===== src/sv/vgph_pkg.sv =====
// Shared constants and types for the voice gate with pre-roll and hangover.
// Used by vgph_cell, vgph_chain and voice_gate_preroll_hangover; no dependencies.
package vgph_pkg;

    localparam int PREROLL_DEPTH_DEFAULT = 64;

    localparam int SAMPLE_W   = 16;
    localparam int LIMIT_W    = 7;
    localparam int HANGOVER_W = 20;
    localparam int CFG_DATA_W = 20;
    localparam int CFG_IDX_W  = 2;

    // Configuration register indexes.
    localparam logic [CFG_IDX_W-1:0] REG_GATE_ENABLE     = 2'd0;
    localparam logic [CFG_IDX_W-1:0] REG_PREROLL_LIMIT   = 2'd1;
    localparam logic [CFG_IDX_W-1:0] REG_HANGOVER_LENGTH = 2'd2;

    // Register values after reset.
    localparam logic                  GATE_ENABLE_RST     = 1'b1;
    localparam logic [LIMIT_W-1:0]    PREROLL_LIMIT_RST   = 7'd64;
    localparam logic [HANGOVER_W-1:0] HANGOVER_LENGTH_RST = 20'd8000;

    // Control broadcast along the pre-roll chain.
    typedef struct packed {
        logic shift;  // every cell below the top takes its upper neighbor's sample; the top cell keeps its own
        logic wr_en;  // one cell, chosen by the write index, takes the new sample
    } t_chain_ctl;

endpackage


===== src/sv/vgph_cell.sv =====
// One storage cell of the pre-roll chain: holds a single audio sample.
// Depends on vgph_pkg for the sample width.
module vgph_cell (
    input  logic                           i_clk,
    input  logic                           i_shift,
    input  logic                           i_load,
    input  logic [vgph_pkg::SAMPLE_W-1:0]  i_wr_data,
    input  logic [vgph_pkg::SAMPLE_W-1:0]  i_nb_data,
    output logic [vgph_pkg::SAMPLE_W-1:0]  o_data
);

    logic [vgph_pkg::SAMPLE_W-1:0] r_data;
    logic [vgph_pkg::SAMPLE_W-1:0] n_data;

    // A direct write wins over the shift, so the newest sample can land in the
    // top occupied cell while the rest of the chain moves down by one.
    always_comb begin
        n_data = r_data;
        if (i_load) begin
            n_data = i_wr_data;
        end else if (i_shift) begin
            n_data = i_nb_data;
        end
    end

    always_ff @(posedge i_clk) begin
        r_data <= n_data;
    end

    assign o_data = r_data;

endmodule


===== src/sv/vgph_chain.sv =====
// Pre-roll chain: a row of vgph_cell instances, oldest sample in cell 0.
// Depends on vgph_pkg and vgph_cell.
module vgph_chain #(
    parameter int DEPTH = vgph_pkg::PREROLL_DEPTH_DEFAULT,
    parameter int IDX_W = (DEPTH > 1) ? $clog2(DEPTH) : 1
) (
    input  logic                           i_clk,
    input  vgph_pkg::t_chain_ctl           i_ctl,
    input  logic [IDX_W-1:0]               i_wr_idx,
    input  logic [vgph_pkg::SAMPLE_W-1:0]  i_wr_data,
    output logic [vgph_pkg::SAMPLE_W-1:0]  o_head
);

    logic [vgph_pkg::SAMPLE_W-1:0] w_cell [DEPTH];

    for (genvar g = 0; g < DEPTH; g++) begin : g_cell
        logic [vgph_pkg::SAMPLE_W-1:0] w_nb;
        logic                          w_load;

        if (g == DEPTH - 1) begin : g_top
            assign w_nb = w_cell[g];
        end else begin : g_mid
            assign w_nb = w_cell[g+1];
        end

        assign w_load = i_ctl.wr_en && (i_wr_idx == IDX_W'(g));

        vgph_cell u_cell (
            .i_clk     (i_clk),
            .i_shift   (i_ctl.shift),
            .i_load    (w_load),
            .i_wr_data (i_wr_data),
            .i_nb_data (w_nb),
            .o_data    (w_cell[g])
        );
    end

    assign o_head = w_cell[0];

endmodule


===== src/sv/voice_gate_preroll_hangover.sv =====
// Voice gate with pre-roll and hangover: control, configuration and output register.
// Depends on vgph_pkg and vgph_chain (which holds the row of vgph_cell).
// A passed sample appears on the registered output in the cycle after its transaction.
// One sample per cycle while passing or storing, unless the receiver stalls. After a speech
// onset the input stalls while the chain empties: samples held beyond the limit are skipped,
// then the kept ones leave as the burst as the receiver takes them. Synchronous reset.
module voice_gate_preroll_hangover #(
    parameter int PREROLL_DEPTH = vgph_pkg::PREROLL_DEPTH_DEFAULT
) (
    input  logic                             i_clk,
    input  logic                             i_rst_n,
    input  logic                             i_cfg_wr_en,
    input  logic [vgph_pkg::CFG_IDX_W-1:0]   i_cfg_index,
    input  logic [vgph_pkg::CFG_DATA_W-1:0]  i_cfg_wdata,
    input  logic                             i_in_valid,
    output logic                             o_in_ready,
    input  logic signed [vgph_pkg::SAMPLE_W-1:0] i_sample_in,
    input  logic                             i_voice_flag,
    output logic                             o_out_valid,
    input  logic                             i_out_ready,
    output logic signed [vgph_pkg::SAMPLE_W-1:0] o_sample_out,
    output logic                             o_from_preroll,
    output logic                             o_last_of_run
);

    localparam int CNT_W = $clog2(PREROLL_DEPTH + 1);
    localparam int IDX_W = (PREROLL_DEPTH > 1) ? $clog2(PREROLL_DEPTH) : 1;

    localparam logic ST_RUN  = 1'b0;
    localparam logic ST_DUMP = 1'b1;

    // Configuration registers.
    logic                                r_gate_enable;
    logic [vgph_pkg::LIMIT_W-1:0]        r_preroll_limit;
    logic [vgph_pkg::HANGOVER_W-1:0]     r_hangover_length;

    // Control state.
    logic                                r_state, n_state;
    logic                                r_gate_open, n_gate_open;
    logic [vgph_pkg::HANGOVER_W-1:0]     r_hang, n_hang;
    logic [CNT_W-1:0]                    r_count, n_count;   // samples logically kept
    logic [CNT_W-1:0]                    r_fill, n_fill;     // samples physically held
    logic [CNT_W-1:0]                    r_skip, n_skip;
    logic [CNT_W-1:0]                    r_left, n_left;

    // Output register.
    logic                                r_out_valid, n_out_valid;
    logic [vgph_pkg::SAMPLE_W-1:0]       r_out_sample, n_out_sample;
    logic                                r_out_pre, n_out_pre;
    logic                                r_out_last, n_out_last;

    logic                                w_out_free;
    logic                                w_in_fire;
    logic [CNT_W-1:0]                    w_lim;
    logic [CNT_W-1:0]                    w_st_count;
    logic [CNT_W-1:0]                    w_st_fill;
    logic [CNT_W-1:0]                    w_fill_dec;
    logic [IDX_W-1:0]                    w_st_idx;
    logic                                w_st_shift;
    logic                                w_st_wr;
    vgph_pkg::t_chain_ctl                w_ctl;
    logic [vgph_pkg::SAMPLE_W-1:0]       w_head;

    assign w_out_free = !r_out_valid || i_out_ready;
    assign o_in_ready = (r_state == ST_RUN) && w_out_free;
    assign w_in_fire  = i_in_valid && o_in_ready;

    // The limit saturates at the chain depth.
    always_comb begin
        if (32'(r_preroll_limit) > 32'(PREROLL_DEPTH)) begin
            w_lim = CNT_W'(PREROLL_DEPTH);
        end else begin
            w_lim = CNT_W'(r_preroll_limit);
        end
    end

    // Storing a sample: nothing is stored with a zero limit; else append while below the
    // limit, otherwise drop the oldest by shifting and write into the top occupied cell. After
    // the limit was lowered the chain may hold more samples than are kept; the surplus is skipped on onset.
    assign w_fill_dec = r_fill - CNT_W'(1);
    assign w_st_count = (r_count < w_lim) ? (r_count + CNT_W'(1)) : w_lim;

    always_comb begin
        w_st_fill  = r_fill;
        w_st_idx   = r_fill[IDX_W-1:0];
        w_st_shift = 1'b0;
        w_st_wr    = 1'b0;
        if (w_lim == '0) begin
            w_st_fill = '0;
        end else if (r_fill < w_lim) begin
            w_st_fill = r_fill + CNT_W'(1);
            w_st_wr   = 1'b1;
        end else begin
            w_st_idx   = w_fill_dec[IDX_W-1:0];
            w_st_shift = 1'b1;
            w_st_wr    = 1'b1;
        end
    end

    always_comb begin
        n_state      = r_state;
        n_gate_open  = r_gate_open;
        n_hang       = r_hang;
        n_count      = r_count;
        n_fill       = r_fill;
        n_skip       = r_skip;
        n_left       = r_left;
        n_out_valid  = r_out_valid && !i_out_ready;
        n_out_sample = r_out_sample;
        n_out_pre    = r_out_pre;
        n_out_last   = r_out_last;
        w_ctl        = '0;

        unique case (r_state)
            ST_RUN: begin
                if (w_in_fire) begin
                    if (!r_gate_enable || r_gate_open) begin
                        n_out_valid  = 1'b1;
                        n_out_sample = i_sample_in;
                        n_out_pre    = 1'b0;
                        n_out_last   = 1'b1;
                        if (r_gate_enable) begin
                            if (i_voice_flag) begin
                                n_hang = r_hangover_length;
                            end else if (r_hang > vgph_pkg::HANGOVER_W'(1)) begin
                                n_hang = r_hang - vgph_pkg::HANGOVER_W'(1);
                            end else begin
                                n_hang      = '0;
                                n_gate_open = 1'b0;
                            end
                        end
                    end else begin
                        w_ctl.shift = w_st_shift;
                        w_ctl.wr_en = w_st_wr;
                        n_count     = w_st_count;
                        n_fill      = w_st_fill;
                        if (i_voice_flag) begin
                            n_gate_open = 1'b1;
                            n_hang      = r_hangover_length;
                            if (w_st_count != '0) begin
                                n_state = ST_DUMP;
                                n_skip  = w_st_fill - w_st_count;
                                n_left  = w_st_count;
                            end
                        end
                    end
                end
            end
            ST_DUMP: begin
                // Cell 0 always holds the oldest remaining sample.
                if (r_skip != '0) begin
                    w_ctl.shift = 1'b1;
                    n_skip      = r_skip - CNT_W'(1);
                end else if (w_out_free) begin
                    w_ctl.shift  = 1'b1;
                    n_out_valid  = 1'b1;
                    n_out_sample = w_head;
                    n_out_pre    = 1'b1;
                    n_out_last   = (r_left == CNT_W'(1));
                    n_left       = r_left - CNT_W'(1);
                    if (r_left == CNT_W'(1)) begin
                        n_state = ST_RUN;
                        n_fill  = '0;
                        n_count = '0;
                    end
                end
            end
            default: begin
                n_state = ST_RUN;
            end
        endcase
    end

    vgph_chain #(
        .DEPTH (PREROLL_DEPTH),
        .IDX_W (IDX_W)
    ) u_chain (
        .i_clk     (i_clk),
        .i_ctl     (w_ctl),
        .i_wr_idx  (w_st_idx),
        .i_wr_data (i_sample_in),
        .o_head    (w_head)
    );

    always_ff @(posedge i_clk) begin
        if (!i_rst_n) begin
            r_gate_enable     <= vgph_pkg::GATE_ENABLE_RST;
            r_preroll_limit   <= vgph_pkg::PREROLL_LIMIT_RST;
            r_hangover_length <= vgph_pkg::HANGOVER_LENGTH_RST;
        end else if (i_cfg_wr_en) begin
            unique case (i_cfg_index)
                vgph_pkg::REG_GATE_ENABLE: begin
                    r_gate_enable <= i_cfg_wdata[0];
                end
                vgph_pkg::REG_PREROLL_LIMIT: begin
                    r_preroll_limit <= i_cfg_wdata[vgph_pkg::LIMIT_W-1:0];
                end
                vgph_pkg::REG_HANGOVER_LENGTH: begin
                    r_hangover_length <= i_cfg_wdata[vgph_pkg::HANGOVER_W-1:0];
                end
                default: begin
                end
            endcase
        end
    end

    always_ff @(posedge i_clk) begin
        if (!i_rst_n) begin
            r_state     <= ST_RUN;
            r_gate_open <= 1'b0;
            r_hang      <= '0;
            r_count     <= '0;
            r_fill      <= '0;
            r_skip      <= '0;
            r_left      <= '0;
            r_out_valid <= 1'b0;
        end else begin
            r_state     <= n_state;
            r_gate_open <= n_gate_open;
            r_hang      <= n_hang;
            r_count     <= n_count;
            r_fill      <= n_fill;
            r_skip      <= n_skip;
            r_left      <= n_left;
            r_out_valid <= n_out_valid;
        end
    end

    always_ff @(posedge i_clk) begin
        r_out_sample <= n_out_sample;
        r_out_pre    <= n_out_pre;
        r_out_last   <= n_out_last;
    end

    assign o_out_valid    = r_out_valid;
    assign o_sample_out   = r_out_sample;
    assign o_from_preroll = r_out_pre;
    assign o_last_of_run  = r_out_last;

endmodule


===== config.mk =====
export PLATFORM = sky130hd
export DESIGN_NAME = voice_gate_preroll_hangover
export DESIGN_NICKNAME = d
export VERILOG_FILES = /design/src/sv/vgph_pkg.sv /design/src/sv/vgph_cell.sv /design/src/sv/vgph_chain.sv /design/src/sv/voice_gate_preroll_hangover.sv
export SDC_FILE = /design/constraint.sdc
export NUM_CORES = 1
export LEC_CHECK = 0
export BUFFER_PORTS_ARGS = -buffer_cell sky130_fd_sc_hd__clkbuf_2
export CAP_MARGIN = 10
export CORE_ASPECT_RATIO = 0.9
export CORE_MARGIN = 2
export CORE_UTILIZATION = 30
export CTS_BUF_LIST = sky130_fd_sc_hd__clkbuf_16
export DETAILED_ROUTE_END_ITERATION = 8
export SYNTH_ARGS = -nofsm -noshare
export SYNTH_HDL_FRONTEND = slang
export SYNTH_SLANG_ARGS = --single-unit

===== constraint.sdc =====
create_clock -name i_clk -period 4.15 [get_ports i_clk]
set_clock_uncertainty 0.05 [all_clocks]
set_input_delay 0.415 -clock i_clk [delete_from_list [all_inputs] [get_ports i_clk]]
set_output_delay 0.415 -clock i_clk [all_outputs]
set_load 0.03 [all_outputs]

==> results of run 1 <==
-- area by class of cell --
type	instances	area, µm²	area share
well taps	2232	2790	0.0482
repair buffers	294	2720	0.0469
multi-input cells	1686	16000	0.276
clock buffers	113	2830	0.0488
diodes	1	2.50	0.0000432
clock inverters	91	622	0.0107
inverters	25	93.8	0.00162
flip-flops and latches	1121	32900	0.568
-- final timing paths --
check / start / end / depth (start not counted)
setup / recovery: r_preroll_limit[6] / u_chain.g_cell[39].u_cell.o_data[3] / 14
hold / removal: i_voice_flag / r_gate_open / 3
setup reg to reg: r_preroll_limit[6] / u_chain.g_cell[39].u_cell.o_data[3] / 14
hold reg to reg: r_hangover_length[18] / r_hangover_length[18] / 2
-- registers in the layout (all words and copies together), names as in the netlist, 7 cells and up --
signal	count
r_skip	7
r_fill	7
r_preroll_limit	7
r_count	7
r_left	7
o_sample_out	16
r_hangover_length	20
u_chain.g_cell.u_cell.o_data	1024
r_hang	20
-- layer usage --
layer	vias up	GRT usage
met1	13332	0.172
met5	-	0
li1	12158	-
met2	545	0.186
met4	2	0.0309
met3	154	0.0257
-- critical path: stages (launching register included) --
cell and delay, ns:
dfxtp_1 0.33, inv_2 0.12, nand2_1 0.10, buf_4 0.15, ha_1 0.28, o2111a_1 0.26
a21boi_1 0.27, a22oi_2 0.10, buf_4 0.18, a31oi_2 0.90, buf_4 0.33, nor3_2 0.06
buf_4 0.23, nand2b_1 0.18, buf_4 0.20
-- cells in the mapped netlist (all sizes together), types with 3 or more instances --
cell type / number
dfxtp: 79
nor2b: 8
edfxtp: 1042
o31ai: 8
nand3b: 5
xnor2: 5
clkinv: 3
or3b: 6
clkbuf: 146
a22o: 3
a21boi: 4
nor4: 6
a21oi: 59
a31oi: 7
a311oi: 3
mux2i: 16
nor4b: 3
inv: 22
a22oi: 14
nor3b: 6
buf: 97
nor2: 70
a21o: 8
nand4: 5
nand2b: 30
ha: 27
o211ai: 3
xor2: 11
nor3: 48
mux2: 1030
o21a: 8
o21ai: 38
o21bai: 3
a211oi: 10
or3: 10
and2: 3
and3: 7
nand2: 126
o22ai: 4
or4: 3
a221oi: 5
nand3: 58
-- where the power goes --
part | internal (W) | switching [W] | leakage, nW
logic | 0.00125 | 0.00174 | 7.55
clock network | 0.00531 | 0.00429 | 1.80
registers | 0.0137 | 0.000297 | 10.2
-- metrics by stage --
step	util	setup TNS [ns]	power, W	hold WS [ns]
CTS	0.348	0	0.0269	0.0356
global placement	0.326	0	0.0171	0.400
global route	0.349	-0.842	0.0277	0.0867
floorplan	-	0	0.0160	0.381
detailed placement	0.326	-0.0709	0.0172	0.406
finish	0.349	0	0.0266	0.0938
-- repair_timing --
| item | in CTS | in global routing |
|---|---|---|
| pin swaps | 2 | 2 |
| setup buffers | 3 | 2 |
| resized for setup | 0 | 18 |
| hold endpoints to repair | 28 | 0 |
| endpoints found under the setup margin | 45 | 1085 |
| hold buffers | 22 | 0 |
-- kinds of logic (layout without fill, tap and decap cells) --
logic type                 after synthesis  after routing  share of synthesized area
other                                    0              1                          0
and+or+nand+nor                        400            400                     0.0440
AOI/OAI and AO/OA                      195            195                     0.0263
adders and majority gates               28             28                    0.00717
muxes                                 1046           1046                      0.237
buffers and inverters                  268            523                     0.0241
xor gates and xnor gates                17             17                    0.00326
DFF                                   1121           1121                      0.658
==> results.toml, run 1 <==
[placement]
port_buffers = 63
post-place-ws_ns = -0.00697
placed_cells = 5331
dp_hpwl_um = 63300
postPlaceCellArea_um2 = 54100
place_congestion = 0.836

[synth]
syn_area_per_cell_um2 = 16.2
synth_cell_types = 81
synth_seq_cells = 1121
synth_top_cells_by_area = "edfxtp_1, mux2_2, dfxtp_1"
synth_top_area_frac = 0.627
synth_warnings = 0
ys_seq_area_frac = 0.658
ys.flop_type = "edfxtp_1"
synth_edf_count = 1042
syn-num-nets = 3147
synth_cells = 3075
async_flop_share = 0
yosysTopAreaCell = "edfxtp_1"
syn_area_um2 = 49900

[routing]
drcViolationCount = 0
dr.pass1.iters = 5
dr_wl_met3_um = 5030
ant_nets = 0
wl_met2_um = 46400
avgRoutedWirePerCell_um = 18.6
met1_length_um = 49800
top_layer = "met5"
drt_iter0_markers = 1909
viasPerCell = 4.71
drt_wl_total_um = 103000
vias = 26191

[sta]
finalSetupViolCount = 0
fmax_mhz = 250
rsz0062_at_grt = "yes"
final_hold_viol_count = 0
worst_slack_ns = 0.154
max_slew.worst_pin.slew_ns = 1.23
fin_crit_ns = 4.00
relSlewSlack = 0.179
maxSlewViolCount = 0
period_share = 0.963

[floorplan]
die_w_um = 434
start_util = 0.301
die_area_um2 = 170000
coreArea_um2 = 166000
fp-row-count = 142
ios = 64
die_h_um = 391

[clocking]
root_buffer = "clkbuf_16"
clk_path_buf_depth = 3
htreeDepth = 3
clk_latency_ns = 0.71
path_clk_slew_ns = 0.06
numCtsBuffers = 109
cts.sinks = 1121
cts_tree = "done"

[grt]
grt_pass1_wl_um = 161000
grt_usage = 0.121
grt-ovfl-total = 0
grt_max_degree = 66
antenna_found_initial = 4
grt_pass1_vias = 26565

[setup_path]
crit_path_end_kind = "flop"
rrSetupSlack_ns = 0.15
start_kind = "flop"
arrival_ns = 4.41
worst-path-max-fanout = 17
path_class = "flop to flop"
worstPathRequired_ns = 4.56

[final_layout]
final_cell_mix = "edfxtp_1, mux2_2, buf_4"
area_growth_pct = 16.0
fin_area_um2 = 57900
layout_commonest_cell = "edfxtp_1"
drive_gt1_frac = 0.459
fin_nets = 3309
fin_cells = 5563
fillerInstances = 15812

[run]
maxCapViolations = 0

[power_and_ir_drop]
peakVddDrop_mv = 0.353
power_density_nw_per_um2 = 459
p_leak_nw = 19.6

[hold_path]
holdCritPathClass = "input pin to flop"

[run_status]
status = "finished, final reports clean"
No activity file was read; power rests on OpenSTA's default activity.
==> inputs of run 2 (changes only) <==
Settings changed: PLACE_DENSITY set to 0.42.
Clock period 4.15 ns to 4.9 ns, I/O delays scaled along.
==> results.toml, run 2 (synthesis results as in run 1) <==
[clocking]
cts_tree = "done"
path_clk_slew_ns = 0.06
cts.sinks = 1121
root_buffer = "clkbuf_16"
htreeDepth = 3
clk_latency_ns = 0.74
clk_path_buf_depth = 3
numCtsBuffers = 120

[placement]
dp_hpwl_um = 67600
placed_cells = 5242
place_congestion = 0.793
port_buffers = 63

[sta]
rsz0062_at_grt = "no"
period_share = 0.916
fin_setup_tns_ns = 0
finalSetupViolCount = 0
fmax_mhz = 223
relSlewSlack = 0.209
max_slew.worst_pin.slew_ns = 1.18
final_hold_viol_count = 0
fin_crit_ns = 4.49
maxSlewViolCount = 0

[power_and_ir_drop]
p_leak_nw = 19.1
peakVddDrop_mv = 0.264
power_density_nw_per_um2 = 407

[routing]
avgRoutedWirePerCell_um = 20.7
drcViolationCount = 0
vias = 25770
drt_iter0_markers = 1542
drt_wl_total_um = 113000
ant_nets = 0
viasPerCell = 4.70
dr.pass1.iters = 6

[setup_path]
worst-path-max-fanout = 17
max_stage_delay_ns = 0.76
start_kind = "flop"
worstPathRequired_ns = 5.35
crit_path_cell_trace = "clkinv_1, ha_1, o2111a_1, a21boi_0, a22oi_2, nor3_1, a211o_1, or3b_1, mux2_2"
arrival_ns = 4.93
path_class = "flop to flop"
path_buf_inv = 1
crit_path_top_delay_cell = "or3b_1"
crit_family = "compound AO/OA/AOI/OAI gates"
crit_path_end_kind = "flop"

[final_layout]
fin_nets = 3226
final_cell_mix = "edfxtp_1, mux2_2, buf_4"
area_growth_pct = 14.1
largest_reg_flops = 1024
layout_commonest_cell = "edfxtp_1"
fin_cells = 5488
drive_gt1_frac = 0.444

[grt]
grt-ovfl-total = 0
antenna_found_initial = 5
grt_pass1_wl_um = 174000
grt_pass1_vias = 27530
grt_max_degree = 66
grt_usage = 0.134

[floorplan]
die_area_um2 = 170000
fp-row-count = 142
ios = 64
die_w_um = 434
coreArea_um2 = 166000
die_h_um = 391
start_util = 0.301

[hold_path]
holdCritPathClass = "input pin to flop"

[run]
maxCapViolations = 0

[run_status]
status = "finished, final reports clean"
-- run 2: cell count changes in the layout (fill, tap and decap cells not counted), sizes merged --
cell / delta
inv: -22
clkinv: +25
bufinv: +7
buf: -94
diode: +2
clkbuf: +9
clkinvlp: -2
-- run 2: worst paths after layout --
path,startpoint,endpoint,slack (ns),cells after the start
max reg2reg,r_preroll_limit[6],u_chain.g_cell[21].u_cell.o_data[15],0.41,9
max,r_preroll_limit[6],u_chain.g_cell[21].u_cell.o_data[15],0.41,9
min,i_rst_n,r_gate_enable,0.13,3
min reg2reg,r_hangover_length[3],r_hangover_length[3],0.41,2
-- run 2: layer usage --
metal	wire length [µm]	part of all wire	up-vias	track usage
met5	0	0	-	0
met4	3390	0.030	0	0.0448
met3	5230	0.046	190	0.0277
met2	50200	0.44	498	0.205
met1	54600	0.48	13107	0.188
li1	-	-	11975	-
-- run 2: layout make-up --
cell class	count	area, µm²
fillers	15798	109000
flip-flops and latches	1121	32900
multi-input cells	1686	15900
clock buffers	122	3050
well taps	2232	2790
repair buffers	200	1460
clock inverters	99	813
inverters	25	93.8
diodes	3	7.51
-- run 2: power by group --
group,internal [W],leakage (nW),switching (W),total [W]
Sequential,0.0116,10.2,0.000264,0.0119
Clock,0.00517,1.94,0.00379,0.00896
Combinational,0.000875,6.92,0.00147,0.00235
Total,0.0177,19.1,0.00553,0.0232
-- run 2: tightest hold or removal path, cell delays in order --
cell      delay (ns)
clkbuf_2        0.08
buf_4           0.23
nand2_1         0.09
-- run 2: repair_timing --
action | in CTS | in global routing
resized for setup | 0 | 1
endpoints found under the setup margin | 0 | 3
setup buffers | 0 | 0
hold endpoints to repair | 27 | 0
hold buffers | 22 | 0
-- run 2: metrics by stage --
stage	area (µm²)	setup slack, ns	hold slack (ns)	power (W)	utilization
detailed placement	52900	0.307	0.407	0.0145	0.319
floorplan	49900	0.715	0.381	0.0136	-
CTS	57000	0.296	0.0229	0.0236	0.343
global route	57000	0.0791	0.0830	0.0242	0.343
finish	57000	0.411	0.132	0.0232	0.343
global placement	52900	0.506	0.403	0.0144	0.319
